File: config.mk
export PLATFORM = sky130hd
export DESIGN_NAME = chunked_link_block_transfer_unit
export DESIGN_NICKNAME = d
export VERILOG_FILES = /design/src/rtl/core/clbt_pkg.sv /design/src/rtl/core/chunked_link_block_transfer_unit.sv /design/src/rtl/core/clbt_ram.sv /design/src/rtl/core/clbt_fifo.sv /design/src/rtl/core/clbt_front.sv /design/src/rtl/core/clbt_back.sv
export SDC_FILE = /design/constraint.sdc
export NUM_CORES = 1
export LEC_CHECK = 0
export ABC_AREA = 1
export BUFFER_PORTS_ARGS = -buffer_cell sky130_fd_sc_hd__buf_2
export CORE_ASPECT_RATIO = 2
export CORE_UTILIZATION = 30
export DETAILED_ROUTE_END_ITERATION = 8
export PLACE_DENSITY = 0.45
export SLEW_MARGIN = 20
export SYNTH_ARGS = -nofsm -noshare
export SYNTH_HDL_FRONTEND = slang
export SYNTH_HIERARCHICAL = 1
export SYNTH_SLANG_ARGS = --single-unit
File: constraint.sdc
create_clock -name clk -period 5.5 [get_ports clk]
set_input_delay 0.275 -clock clk [delete_from_list [all_inputs] [get_ports clk]]
set_output_delay 0.275 -clock clk [all_outputs]
set_load 0.05 [all_outputs]
File: src/rtl/core/clbt_pkg.sv
// Shared types and constants of the chunked link block transfer unit
package clbt_pkg;

    localparam logic [1:0] OP_START = 2'd0;
    localparam logic [1:0] OP_BYTE  = 2'd1;
    localparam logic [1:0] OP_WORD  = 2'd2;

    localparam logic [1:0] KIND_WORD  = 2'd0;
    localparam logic [1:0] KIND_BYTE  = 2'd1;
    localparam logic [1:0] KIND_RETRY = 2'd2;
    localparam logic [1:0] KIND_DONE  = 2'd3;

    localparam logic [15:0] CHECK_INIT = 16'hFFFF;
    localparam logic [15:0] TAG_RESET  = 16'h1101;
    localparam logic [4:0]  MAX_RESULTS = 5'd20;

    typedef struct packed {
        logic [1:0]  code;
        logic [31:0] data;
    } op_t;

    typedef struct packed {
        logic [5:0]  pad;
        logic        skip;
        logic        dir;
        logic [7:0]  len;
        logic [15:0] cmd;
    } start_t;

    typedef struct packed {
        logic [1:0]  kind;
        logic [31:0] word;
        logic [7:0]  data;
        logic        last;
    } res_t;

endpackage

File: src/rtl/core/chunked_link_block_transfer_unit.sv
// Top level of the chunked link block transfer unit
//
// Input side is a queue: present func and its fields with push; the
// transaction is taken when push is high and full is low. Start, send
// byte and link word transactions go into a two-entry operation queue.
// Result side is a queue: while empty is low the oldest result sits on
// kind/word_out/byte_out/last; pop takes it. Results wait in a four-entry
// output queue; a stalled receiver stops the sequencer rather than drop data.
// Config: one write channel (cfg_valid/cfg_ready, always ready) sets
// check_tag, reset 0x1101; write it only while the block is idle.
// Steps: a send data word takes four chunk-buffer reads, a wait for RAM
// read data and an emit; a released byte a buffer read and an emit; a
// link data word is unpacked into the buffer byte by byte; headers,
// retry and done marks are an emit each. Results past the twentieth of a
// transaction are dropped. The byte buffer holds CHUNK_BYTES entries.
// Reset clears the sequencer to idle and empties both queues; the chunk
// buffer needs no clearing.
module chunked_link_block_transfer_unit #(
    parameter int CHUNK_BYTES = 16
) (
    input  logic        clk,
    input  logic        rst_n,
    input  logic        push,
    output logic        full,
    input  logic [1:0]  func,
    input  logic [15:0] command,
    input  logic [7:0]  total_length,
    input  logic        direction,
    input  logic        skip_check,
    input  logic [7:0]  data_byte,
    input  logic [31:0] link_word,
    output logic        empty,
    input  logic        pop,
    output logic [1:0]  kind,
    output logic [31:0] word_out,
    output logic [7:0]  byte_out,
    output logic        last,
    input  logic        cfg_valid,
    output logic        cfg_ready,
    input  logic [15:0] cfg_data
);

    localparam int AW = $clog2(CHUNK_BYTES);

    logic [15:0]    tag_reg;
    logic           op_valid, op_pop;
    clbt_pkg::op_t  op;
    logic           res_push, res_full;
    clbt_pkg::res_t res, res_head;
    logic           ram_we, ram_re;
    logic [AW-1:0]  ram_waddr, ram_raddr;
    logic [7:0]     ram_wdata, ram_rdata;

    assign cfg_ready = 1'b1;

    always_ff @(posedge clk or negedge rst_n)
    begin
        if (!rst_n)
        begin
            tag_reg <= clbt_pkg::TAG_RESET;
        end
        else if (cfg_valid && cfg_ready)
        begin
            tag_reg <= cfg_data;
        end
    end

    clbt_front u_front (
        .clk          (clk),
        .rst_n        (rst_n),
        .push         (push),
        .full         (full),
        .func         (func),
        .command      (command),
        .total_length (total_length),
        .direction    (direction),
        .skip_check   (skip_check),
        .data_byte    (data_byte),
        .link_word    (link_word),
        .op_pop       (op_pop),
        .op_valid     (op_valid),
        .op           (op)
    );

    clbt_back #(
        .CHUNK_BYTES(CHUNK_BYTES)
    ) u_back (
        .clk       (clk),
        .rst_n     (rst_n),
        .check_tag (tag_reg),
        .op_valid  (op_valid),
        .op        (op),
        .op_pop    (op_pop),
        .res_push  (res_push),
        .res       (res),
        .res_full  (res_full),
        .ram_we    (ram_we),
        .ram_waddr (ram_waddr),
        .ram_wdata (ram_wdata),
        .ram_re    (ram_re),
        .ram_raddr (ram_raddr),
        .ram_rdata (ram_rdata)
    );

    clbt_ram #(
        .WIDTH(8),
        .DEPTH(CHUNK_BYTES)
    ) u_buf (
        .clk   (clk),
        .we    (ram_we),
        .waddr (ram_waddr),
        .wdata (ram_wdata),
        .re    (ram_re),
        .raddr (ram_raddr),
        .rdata (ram_rdata)
    );

    clbt_fifo #(
        .WIDTH($bits(clbt_pkg::res_t)),
        .DEPTH(4)
    ) u_resq (
        .clk   (clk),
        .rst_n (rst_n),
        .push  (res_push),
        .wdata (res),
        .full  (res_full),
        .pop   (pop),
        .rdata (res_head),
        .empty (empty)
    );

    assign kind     = res_head.kind;
    assign word_out = res_head.word;
    assign byte_out = res_head.data;
    assign last     = res_head.last;

endmodule

File: src/rtl/core/clbt_ram.sv
// Generic single-write, single-read RAM with registered read data
module clbt_ram #(
    parameter int WIDTH = 8,
    parameter int DEPTH = 16,
    localparam int AW = (DEPTH > 1) ? $clog2(DEPTH) : 1
) (
    input  logic             clk,
    input  logic             we,
    input  logic [AW-1:0]    waddr,
    input  logic [WIDTH-1:0] wdata,
    input  logic             re,
    input  logic [AW-1:0]    raddr,
    output logic [WIDTH-1:0] rdata
);

    logic [WIDTH-1:0] mem [DEPTH];
    logic [WIDTH-1:0] rdata_reg;

    always_ff @(posedge clk)
    begin
        if (we)
        begin
            mem[waddr] <= wdata;
        end
        if (re)
        begin
            rdata_reg <= mem[raddr];
        end
    end

    assign rdata = rdata_reg;

endmodule

File: src/rtl/core/clbt_fifo.sv
// Small register FIFO
module clbt_fifo #(
    parameter int WIDTH = 8,
    parameter int DEPTH = 2,
    localparam int AW = (DEPTH > 1) ? $clog2(DEPTH) : 1
) (
    input  logic             clk,
    input  logic             rst_n,
    input  logic             push,
    input  logic [WIDTH-1:0] wdata,
    output logic             full,
    input  logic             pop,
    output logic [WIDTH-1:0] rdata,
    output logic             empty
);

    logic [WIDTH-1:0] slot_reg [DEPTH];
    logic [AW-1:0]    wr_ptr_reg, wr_ptr_next;
    logic [AW-1:0]    rd_ptr_reg, rd_ptr_next;
    logic [AW:0]      count_reg, count_next;
    logic             do_push, do_pop;

    assign full    = count_reg == (AW+1)'(DEPTH);
    assign empty   = count_reg == '0;
    assign do_push = push && !full;
    assign do_pop  = pop && !empty;
    assign rdata   = slot_reg[rd_ptr_reg];

    always_comb
    begin
        wr_ptr_next = wr_ptr_reg;
        rd_ptr_next = rd_ptr_reg;
        count_next  = count_reg;
        if (do_push)
        begin
            wr_ptr_next = (wr_ptr_reg == AW'(DEPTH - 1)) ? '0 : wr_ptr_reg + 1'b1;
        end
        if (do_pop)
        begin
            rd_ptr_next = (rd_ptr_reg == AW'(DEPTH - 1)) ? '0 : rd_ptr_reg + 1'b1;
        end
        if (do_push && !do_pop)
        begin
            count_next = count_reg + 1'b1;
        end
        else if (do_pop && !do_push)
        begin
            count_next = count_reg - 1'b1;
        end
    end

    always_ff @(posedge clk or negedge rst_n)
    begin
        if (!rst_n)
        begin
            wr_ptr_reg <= '0;
            rd_ptr_reg <= '0;
            count_reg  <= '0;
        end
        else
        begin
            wr_ptr_reg <= wr_ptr_next;
            rd_ptr_reg <= rd_ptr_next;
            count_reg  <= count_next;
        end
    end

    always_ff @(posedge clk)
    begin
        if (do_push)
        begin
            slot_reg[wr_ptr_reg] <= wdata;
        end
    end

endmodule

File: src/rtl/core/clbt_front.sv
// Front end: accepts input transactions, drops unknown codes, queues operations
module clbt_front (
    input  logic               clk,
    input  logic               rst_n,
    input  logic               push,
    output logic               full,
    input  logic [1:0]         func,
    input  logic [15:0]        command,
    input  logic [7:0]         total_length,
    input  logic               direction,
    input  logic               skip_check,
    input  logic [7:0]         data_byte,
    input  logic [31:0]        link_word,
    input  logic               op_pop,
    output logic               op_valid,
    output clbt_pkg::op_t      op
);

    clbt_pkg::op_t    op_in;
    clbt_pkg::start_t st;
    logic             keep;
    logic             q_full, q_empty;

    always_comb
    begin
        st.pad  = '0;
        st.skip = skip_check;
        st.dir  = direction;
        st.len  = total_length;
        st.cmd  = command;
        op_in.code = func;
        op_in.data = '0;
        keep = 1'b1;
        case (func)
            clbt_pkg::OP_START: op_in.data = st;
            clbt_pkg::OP_BYTE:  op_in.data = {24'd0, data_byte};
            clbt_pkg::OP_WORD:  op_in.data = link_word;
            default:            keep = 1'b0;
        endcase
    end

    clbt_fifo #(
        .WIDTH($bits(clbt_pkg::op_t)),
        .DEPTH(2)
    ) u_opq (
        .clk   (clk),
        .rst_n (rst_n),
        .push  (push && keep),
        .wdata (op_in),
        .full  (q_full),
        .pop   (op_pop),
        .rdata (op),
        .empty (q_empty)
    );

    assign full     = q_full;
    assign op_valid = !q_empty;

endmodule

File: src/rtl/core/clbt_back.sv
// Back end: chunk sequencer that carries out queued operations and emits results
module clbt_back #(
    parameter int CHUNK_BYTES = 16,
    localparam int AW  = $clog2(CHUNK_BYTES),
    localparam int DW  = $clog2(CHUNK_BYTES + 1),
    localparam int BCW = $clog2(CHUNK_BYTES + 4)
) (
    input  logic            clk,
    input  logic            rst_n,
    input  logic [15:0]     check_tag,
    input  logic            op_valid,
    input  clbt_pkg::op_t   op,
    output logic            op_pop,
    output logic            res_push,
    output clbt_pkg::res_t  res,
    input  logic            res_full,
    output logic            ram_we,
    output logic [AW-1:0]   ram_waddr,
    output logic [7:0]      ram_wdata,
    output logic            ram_re,
    output logic [AW-1:0]   ram_raddr,
    input  logic [7:0]      ram_rdata
);

    localparam logic [3:0] S_IDLE  = 4'd0;
    localparam logic [3:0] S_BEGIN = 4'd1;
    localparam logic [3:0] S_SHDR  = 4'd2;
    localparam logic [3:0] S_SRD   = 4'd3;
    localparam logic [3:0] S_SWORD = 4'd4;
    localparam logic [3:0] S_RHDR  = 4'd5;
    localparam logic [3:0] S_RXW   = 4'd6;
    localparam logic [3:0] S_CHK   = 4'd7;
    localparam logic [3:0] S_RETRY = 4'd8;
    localparam logic [3:0] S_REL   = 4'd9;
    localparam logic [3:0] S_ADV   = 4'd10;
    localparam logic [3:0] S_DONE  = 4'd11;

    localparam logic [1:0] PH_IDLE    = 2'd0;
    localparam logic [1:0] PH_COLLECT = 2'd1;
    localparam logic [1:0] PH_RECV    = 2'd2;
    localparam logic [1:0] PH_CHECK   = 2'd3;

    logic [3:0]     seq_reg, seq_next;
    logic [1:0]     phase_reg, phase_next;
    logic [BCW-1:0] bc_reg, bc_next;
    logic [7:0]     cidx_reg, cidx_next;
    logic [7:0]     rem_reg, rem_next;
    logic [15:0]    acc_reg, acc_next;
    logic [15:0]    base_reg, base_next;
    logic [1:0]     mode_reg, mode_next;
    logic [DW-1:0]  decl_reg, decl_next;
    logic [DW-1:0]  clen_reg, clen_next;
    logic [BCW-1:0] idx_reg, idx_next;
    logic [2:0]     k_reg, k_next;
    logic [31:0]    word_reg, word_next;
    logic [4:0]     rcnt_reg, rcnt_next;
    logic           vld_reg, vld_next;

    clbt_pkg::start_t st;
    logic [15:0]    cmd;
    logic [31:0]    hdr;
    logic           capped, emit_go;
    logic           em_req, em_last;
    logic [1:0]     em_kind;
    logic [31:0]    em_word;
    logic [7:0]     em_byte;
    logic [BCW:0]   pos;
    logic [DW-1:0]  cl;

    assign st      = clbt_pkg::start_t'(op.data);
    assign cmd     = base_reg + {8'd0, cidx_reg};
    assign hdr     = {16'(decl_reg), cmd};
    assign capped  = rcnt_reg == clbt_pkg::MAX_RESULTS;
    assign emit_go = capped || !res_full;

    always_comb
    begin
        seq_next   = seq_reg;
        phase_next = phase_reg;
        bc_next    = bc_reg;
        cidx_next  = cidx_reg;
        rem_next   = rem_reg;
        acc_next   = acc_reg;
        base_next  = base_reg;
        mode_next  = mode_reg;
        decl_next  = decl_reg;
        clen_next  = clen_reg;
        idx_next   = idx_reg;
        k_next     = k_reg;
        word_next  = word_reg;
        rcnt_next  = rcnt_reg;
        vld_next   = vld_reg;
        op_pop     = 1'b0;
        ram_we     = 1'b0;
        ram_waddr  = '0;
        ram_wdata  = '0;
        ram_re     = 1'b0;
        ram_raddr  = '0;
        em_req     = 1'b0;
        em_last    = 1'b0;
        em_kind    = clbt_pkg::KIND_WORD;
        em_word    = '0;
        em_byte    = '0;
        pos        = '0;
        cl         = '0;

        case (seq_reg)
            S_IDLE:
            begin
                if (op_valid)
                begin
                    op_pop    = 1'b1;
                    rcnt_next = '0;
                    case (op.code)
                        clbt_pkg::OP_START:
                        begin
                            base_next = st.cmd;
                            rem_next  = st.len;
                            mode_next = {st.skip, st.dir};
                            cidx_next = '0;
                            seq_next  = S_BEGIN;
                        end
                        clbt_pkg::OP_BYTE:
                        begin
                            if (phase_reg == PH_COLLECT)
                            begin
                                if (bc_reg < BCW'(CHUNK_BYTES))
                                begin
                                    ram_we    = 1'b1;
                                    ram_waddr = bc_reg[AW-1:0];
                                    ram_wdata = op.data[7:0];
                                end
                                bc_next = bc_reg + 1'b1;
                                if (({1'b0, bc_reg} + 1'b1) >= (BCW+1)'(clen_reg))
                                begin
                                    seq_next = S_SHDR;
                                end
                            end
                        end
                        clbt_pkg::OP_WORD:
                        begin
                            word_next = op.data;
                            if (phase_reg == PH_RECV)
                            begin
                                acc_next = acc_reg ^ {op.data[23:16], op.data[31:24]}
                                                   ^ {op.data[7:0], op.data[15:8]};
                                k_next   = '0;
                                seq_next = S_RXW;
                            end
                            else if (phase_reg == PH_CHECK)
                            begin
                                seq_next = S_CHK;
                            end
                        end
                        default:
                        begin
                        end
                    endcase
                end
            end
            S_BEGIN:
            begin
                cl = (rem_reg > 8'(CHUNK_BYTES)) ? DW'(CHUNK_BYTES) : DW'(rem_reg);
                clen_next = cl;
                decl_next = (cidx_reg == '0) ? cl : DW'(CHUNK_BYTES);
                bc_next   = '0;
                if (mode_reg[0])
                begin
                    seq_next = S_RHDR;
                end
                else if (cl == '0)
                begin
                    seq_next = S_SHDR;
                end
                else
                begin
                    phase_next = PH_COLLECT;
                    seq_next   = S_IDLE;
                end
            end
            S_RHDR:
            begin
                em_req  = 1'b1;
                em_word = hdr;
                em_last = 1'b1;
                if (emit_go)
                begin
                    acc_next   = clbt_pkg::CHECK_INIT;
                    bc_next    = '0;
                    phase_next = (decl_reg != '0) ? PH_RECV : PH_CHECK;
                    seq_next   = S_IDLE;
                end
            end
            S_SHDR:
            begin
                em_req  = 1'b1;
                em_word = hdr;
                em_last = decl_reg == '0;
                if (emit_go)
                begin
                    acc_next = clbt_pkg::CHECK_INIT ^ cmd ^ 16'(decl_reg);
                    idx_next = '0;
                    k_next   = '0;
                    if (decl_reg == '0)
                    begin
                        phase_next = PH_CHECK;
                        seq_next   = S_IDLE;
                    end
                    else
                    begin
                        seq_next = S_SRD;
                    end
                end
            end
            S_SRD:
            begin
                // read four bytes, zero past the real chunk length
                pos = {1'b0, idx_reg} + (BCW+1)'(k_reg);
                if (k_reg < 3'd4)
                begin
                    ram_re    = 1'b1;
                    ram_raddr = pos[AW-1:0];
                    vld_next  = pos < (BCW+1)'(clen_reg);
                end
                if (k_reg != 3'd0)
                begin
                    word_next = {(vld_reg ? ram_rdata : 8'd0), word_reg[31:8]};
                end
                if (k_reg == 3'd4)
                begin
                    k_next   = '0;
                    seq_next = S_SWORD;
                end
                else
                begin
                    k_next = k_reg + 1'b1;
                end
            end
            S_SWORD:
            begin
                em_req  = 1'b1;
                em_word = word_reg;
                em_last = ({1'b0, idx_reg} + (BCW+1)'(4)) >= (BCW+1)'(decl_reg);
                if (emit_go)
                begin
                    acc_next = acc_reg ^ word_reg[15:0] ^ word_reg[31:16];
                    idx_next = idx_reg + BCW'(4);
                    if (em_last)
                    begin
                        phase_next = PH_CHECK;
                        seq_next   = S_IDLE;
                    end
                    else
                    begin
                        seq_next = S_SRD;
                    end
                end
            end
            S_RXW:
            begin
                // big-endian unpack, one byte per cycle
                pos = {1'b0, bc_reg} + (BCW+1)'(k_reg);
                if (pos < (BCW+1)'(CHUNK_BYTES))
                begin
                    ram_we    = 1'b1;
                    ram_waddr = pos[AW-1:0];
                    ram_wdata = word_reg[31:24];
                end
                word_next = {word_reg[23:0], 8'd0};
                k_next    = k_reg + 1'b1;
                if (k_reg == 3'd3)
                begin
                    bc_next = bc_reg + BCW'(4);
                    if (({1'b0, bc_reg} + (BCW+1)'(4)) >= (BCW+1)'(decl_reg))
                    begin
                        phase_next = PH_CHECK;
                    end
                    seq_next = S_IDLE;
                end
            end
            S_CHK:
            begin
                idx_next = '0;
                k_next   = '0;
                if (mode_reg[1] || word_reg == {check_tag, acc_reg})
                begin
                    seq_next = (mode_reg[0] && clen_reg != '0) ? S_REL : S_ADV;
                end
                else
                begin
                    seq_next = S_RETRY;
                end
            end
            S_RETRY:
            begin
                em_req  = 1'b1;
                em_kind = clbt_pkg::KIND_RETRY;
                if (emit_go)
                begin
                    seq_next = mode_reg[0] ? S_RHDR : S_SHDR;
                end
            end
            S_REL:
            begin
                if (k_reg == 3'd0)
                begin
                    ram_re    = 1'b1;
                    ram_raddr = idx_reg[AW-1:0];
                    k_next    = 3'd1;
                end
                else
                begin
                    em_req  = 1'b1;
                    em_kind = clbt_pkg::KIND_BYTE;
                    em_byte = ram_rdata;
                    if (emit_go)
                    begin
                        k_next   = '0;
                        idx_next = idx_reg + 1'b1;
                        if (({1'b0, idx_reg} + 1'b1) == (BCW+1)'(clen_reg))
                        begin
                            seq_next = S_ADV;
                        end
                    end
                end
            end
            S_ADV:
            begin
                rem_next  = rem_reg - 8'(clen_reg);
                cidx_next = cidx_reg + 1'b1;
                seq_next  = (rem_reg == 8'(clen_reg)) ? S_DONE : S_BEGIN;
            end
            S_DONE:
            begin
                em_req  = 1'b1;
                em_kind = clbt_pkg::KIND_DONE;
                em_last = 1'b1;
                if (emit_go)
                begin
                    phase_next = PH_IDLE;
                    seq_next   = S_IDLE;
                end
            end
            default:
            begin
                seq_next = S_IDLE;
            end
        endcase

        res_push = em_req && !capped && !res_full;
        res.kind = em_kind;
        res.word = em_word;
        res.data = em_byte;
        res.last = em_last || (rcnt_reg == clbt_pkg::MAX_RESULTS - 5'd1);
        if (res_push)
        begin
            rcnt_next = rcnt_reg + 1'b1;
        end
    end

    always_ff @(posedge clk or negedge rst_n)
    begin
        if (!rst_n)
        begin
            seq_reg   <= S_IDLE;
            phase_reg <= PH_IDLE;
            bc_reg    <= '0;
            cidx_reg  <= '0;
            rem_reg   <= '0;
            acc_reg   <= clbt_pkg::CHECK_INIT;
            base_reg  <= '0;
            mode_reg  <= '0;
            decl_reg  <= '0;
            clen_reg  <= '0;
            idx_reg   <= '0;
            k_reg     <= '0;
            rcnt_reg  <= '0;
            vld_reg   <= 1'b0;
        end
        else
        begin
            seq_reg   <= seq_next;
            phase_reg <= phase_next;
            bc_reg    <= bc_next;
            cidx_reg  <= cidx_next;
            rem_reg   <= rem_next;
            acc_reg   <= acc_next;
            base_reg  <= base_next;
            mode_reg  <= mode_next;
            decl_reg  <= decl_next;
            clen_reg  <= clen_next;
            idx_reg   <= idx_next;
            k_reg     <= k_next;
            rcnt_reg  <= rcnt_next;
            vld_reg   <= vld_next;
        end
    end

    always_ff @(posedge clk)
    begin
        word_reg <= word_next;
    end

endmodule

==> flow_summary_export.csv <==
group,metric,value,unit
clocking,cts_root_buf,"clkbuf_16",
cells_and_area,fillers,9023,
global_route,grt_pass1_vias,20200,
setup_path,endpoint_kind,"flop",
cells_and_area,postLayoutCellArea,30500,µm²
clocking,ctsResizeCount,0,
global_route,grt_usage,19.3,%
synth,synthArstFlopShare,21.5,%
status,outcome,"complete, no violations",
route,antenna_left,0,
setup_path,rr_endpoint,"u_buf/rdata[3]",
setup_path,cp_data_arrival_time,4.39,ns
synth,ys_warn_count,6,
setup_path,startpoint_type,"flop",
synth,synth_enable_flop_cells,408,
timing,setup_viol,0,
timing,fin_crit_sh,73.3,%
cells_and_area,area_growth_syn_to_layout,15.0,%
global_route,grt_pass1_wl,128,mm
global_route,grtUsageMet1,20.8,%
synth,yosysMostFrequentCell,"nand2_1",
cells_and_area,instances_no_fill,4236,
job,cap_violations,0,
timing,drv_slew,0,
global_route,top_usage_layer,"met2",
place,placed_cells,4097,
die,design.core.area,87300,µm²
power_and_ir_drop,irDropWorstVdd,0.399,mV
place,pre_cts_slack,1.77,ns
global_route,grt_max_degree,71,
place,placed_area,28400,µm²
hold_path,min_to,"u_front/u_opq/slot_reg[1][24]",
hold_path,worstHoldPathCells,3,
timing,min_period,4.03,ns
timing,max_freq,0.248,GHz
route,routed_wl,85.4,mm
cells_and_area,final_util,34.9,%
setup_path,worstPathRequired,5.86,ns
die,die_h,422,µm
synth,syn_area,26500,µm²
global_route,globalRouteMet2Util,35.0,%
setup_path,reg2reg_depth,13,
route,drtIter0Drc,1264,
place,detailedPlacementHpwl,62.8,mm
synth,yosys_register_bits,520,
route,wl_per_cell,20.2,µm
power_and_ir_drop,p_total,17.1,mW
timing,finalWorstSetupSlack,1.47,ns
timing,rsz0062_at_grt,"false",
route,drcViolationCount,0,
die,ios,135,
setup_path,criticalPathCategory,"flop to flop",
clocking,cts_buffers,49,
synth,synth_cells,2873,
timing,fin_skew,0.0156,ns
power_and_ir_drop,power_density,561,nW/µm²
timing,whs,0.0322,ns
hold_path,hold_class,"input port to flop",
die,die-width,212,µm
synth,yosysTopAreaCellShare,46.2,%
cells_and_area,drive_gt1_share,10.8,%
synth,synthTopCellsByArea,"edfxtp_1 (46%), nand2_1 (13%), dfrtp_1 (8.8%), inv_1 (5.7%), nand3_1 (4.5%)",
setup_path,crit_fanout,64,
clocking,cts_tree,"built",
cells_and_area,largest_register_ffs,172,
global_route,grt_util_met3,2.50,%
timing,setup_tns,0,ns
timing,slew_headroom,29.8,%
synth,synth_commonest_cells,"nand2_1 (906), edfxtp_1 (408), inv_1 (404)",
synth,syn_nets,3027,
hold_path,hp-start,"direction",
place,port_buffers,133,
cells_and_area,antenna_cells,0,
setup_path,rr_startpoint,"u_back/k_reg[1]",
synth,yosysTopAreaCell,"edfxtp_1",
synth,synthFlopType,"edfxtp_1",
synth,avgSynthCellArea,9.23,µm²
clocking,clock_sinks,520,
cells_and_area,fin_nets,3190,
synth,ys_types,51,
place,gp_congestion,0.907,
clocking,clk_pin_slew,0.07,ns
clocking,htreeDepth,2,
global_route,antenna_found_initial,0,
setup_path,rrSetupSlack,1.47,ns
global_route,overflow,0,
route,firstDrtPassIters,6,
timing,finalHoldViolations,0,
die,row_count,153,
power_and_ir_drop,power_leakage,13.3,nW
synth,ys_seq_area_share,56.9,%
clocking,clk_latency,0.60,ns
clocking,ctsLongestPathBuffers,3,
route,avgViaCountPerCell,4.75,
die,start_util,30.4,%
die,die_area,89700,µm²
route,vias,20100,
timing,worst_pin_slew,1.05,ns
==> power by group <==
group / switching [mW] / internal, mW
logic: 5.54 / 2.07
clock network: 1.52 / 1.95
registers: 0.628 / 5.40
total: 7.68 / 9.42
==> routing by layer <==
layer	part of all wire, %	wire length, µm	vias up
met4	6.9	5890	0
met3	4.1	3460	185
li1	-	-	9739
met1	38	32100	9634
met5	0	0	-
met2	51	43900	568
==> worst max path at each step <==
stage / cells past startpoint / slack, ns / startpoint / to
after global routing: 13 / 1.10 / u_back/k_reg[1] / u_buf/rdata[3]
after CTS: 12 / 1.76 / u_back/k_reg[1] / u_buf/rdata[3]
after global placement: 13 / 1.84 / u_back/k_reg[1] / u_buf/rdata[3]
final: 13 / 1.47 / u_back/k_reg[1] / u_buf/rdata[3]
after floorplan: 8 / 1.44 / u_front/u_opq/rd_ptr_reg / u_back/word_reg[0]
after detailed placement: 12 / 1.77 / u_back/k_reg[1] / u_buf/rdata[3]
==> cell families (layout without fill, tap and decap cells) <==
group	count (synthesis)	after routing	synth area share (%)
compound gates	306	306	7.39
other cells	1	1	0.0141
simple gates	1367	1367	21.4
flops	520	520	56.9
fa+ha+maj	65	65	3.21
buf+inv	527	728	8.30
xor+xnor	87	87	2.87
==> final cells by class <==
class / instances / area (µm²) / share of cell area, %
Sequential cell: 520 / 15100 / 49.4
Multi-Input combinational cell: 1826 / 9300 / 30.5
Inverter: 424 / 1600 / 5.25
Timing Repair Buffer: 215 / 1460 / 4.78
Tap cell: 1162 / 1450 / 4.77
Clock buffer: 66 / 1380 / 4.53
Clock inverter: 23 / 226 / 0.742
==> what timing repair did <==
item,in CTS,in global routing
hold endpoints to repair,109,0
hold buffers,50,0
buffers inserted,0,0
==> placed cells by master, fill, tap and decap left out, types with 16 or more instances in the layout <==
cell type,n
o21ai_0,87
o211ai_1,97
buf_2,132
nor2_1,140
xnor2_1,54
o22ai_1,41
nand2_1,906
dfstp_2,19
dfrtp_1,92
xor2_1,33
nand3_1,238
a21oi_1,30
or2_2,16
buf_4,29
clkbuf_16,50
edfxtp_1,408
inv_1,404
o221ai_1,19
dlygate4sd3_1,50
ha_1,60
==> worst max-delay path, cell delays in order (launching register included) <==
cell	delay, ns
dfrtp_1	0.50
inv_1	0.10
ha_1	0.18
inv_1	0.04
nor2_1	0.27
nand2_1	0.34
o21ai_4	0.72
clkinv_2	0.97
nand2_1	0.24
nand2_1	0.07
nand2_1	0.06
nand3_1	0.07
nand3_1	0.12
nand2_1	0.06
(Power assumes the default switching activity.)
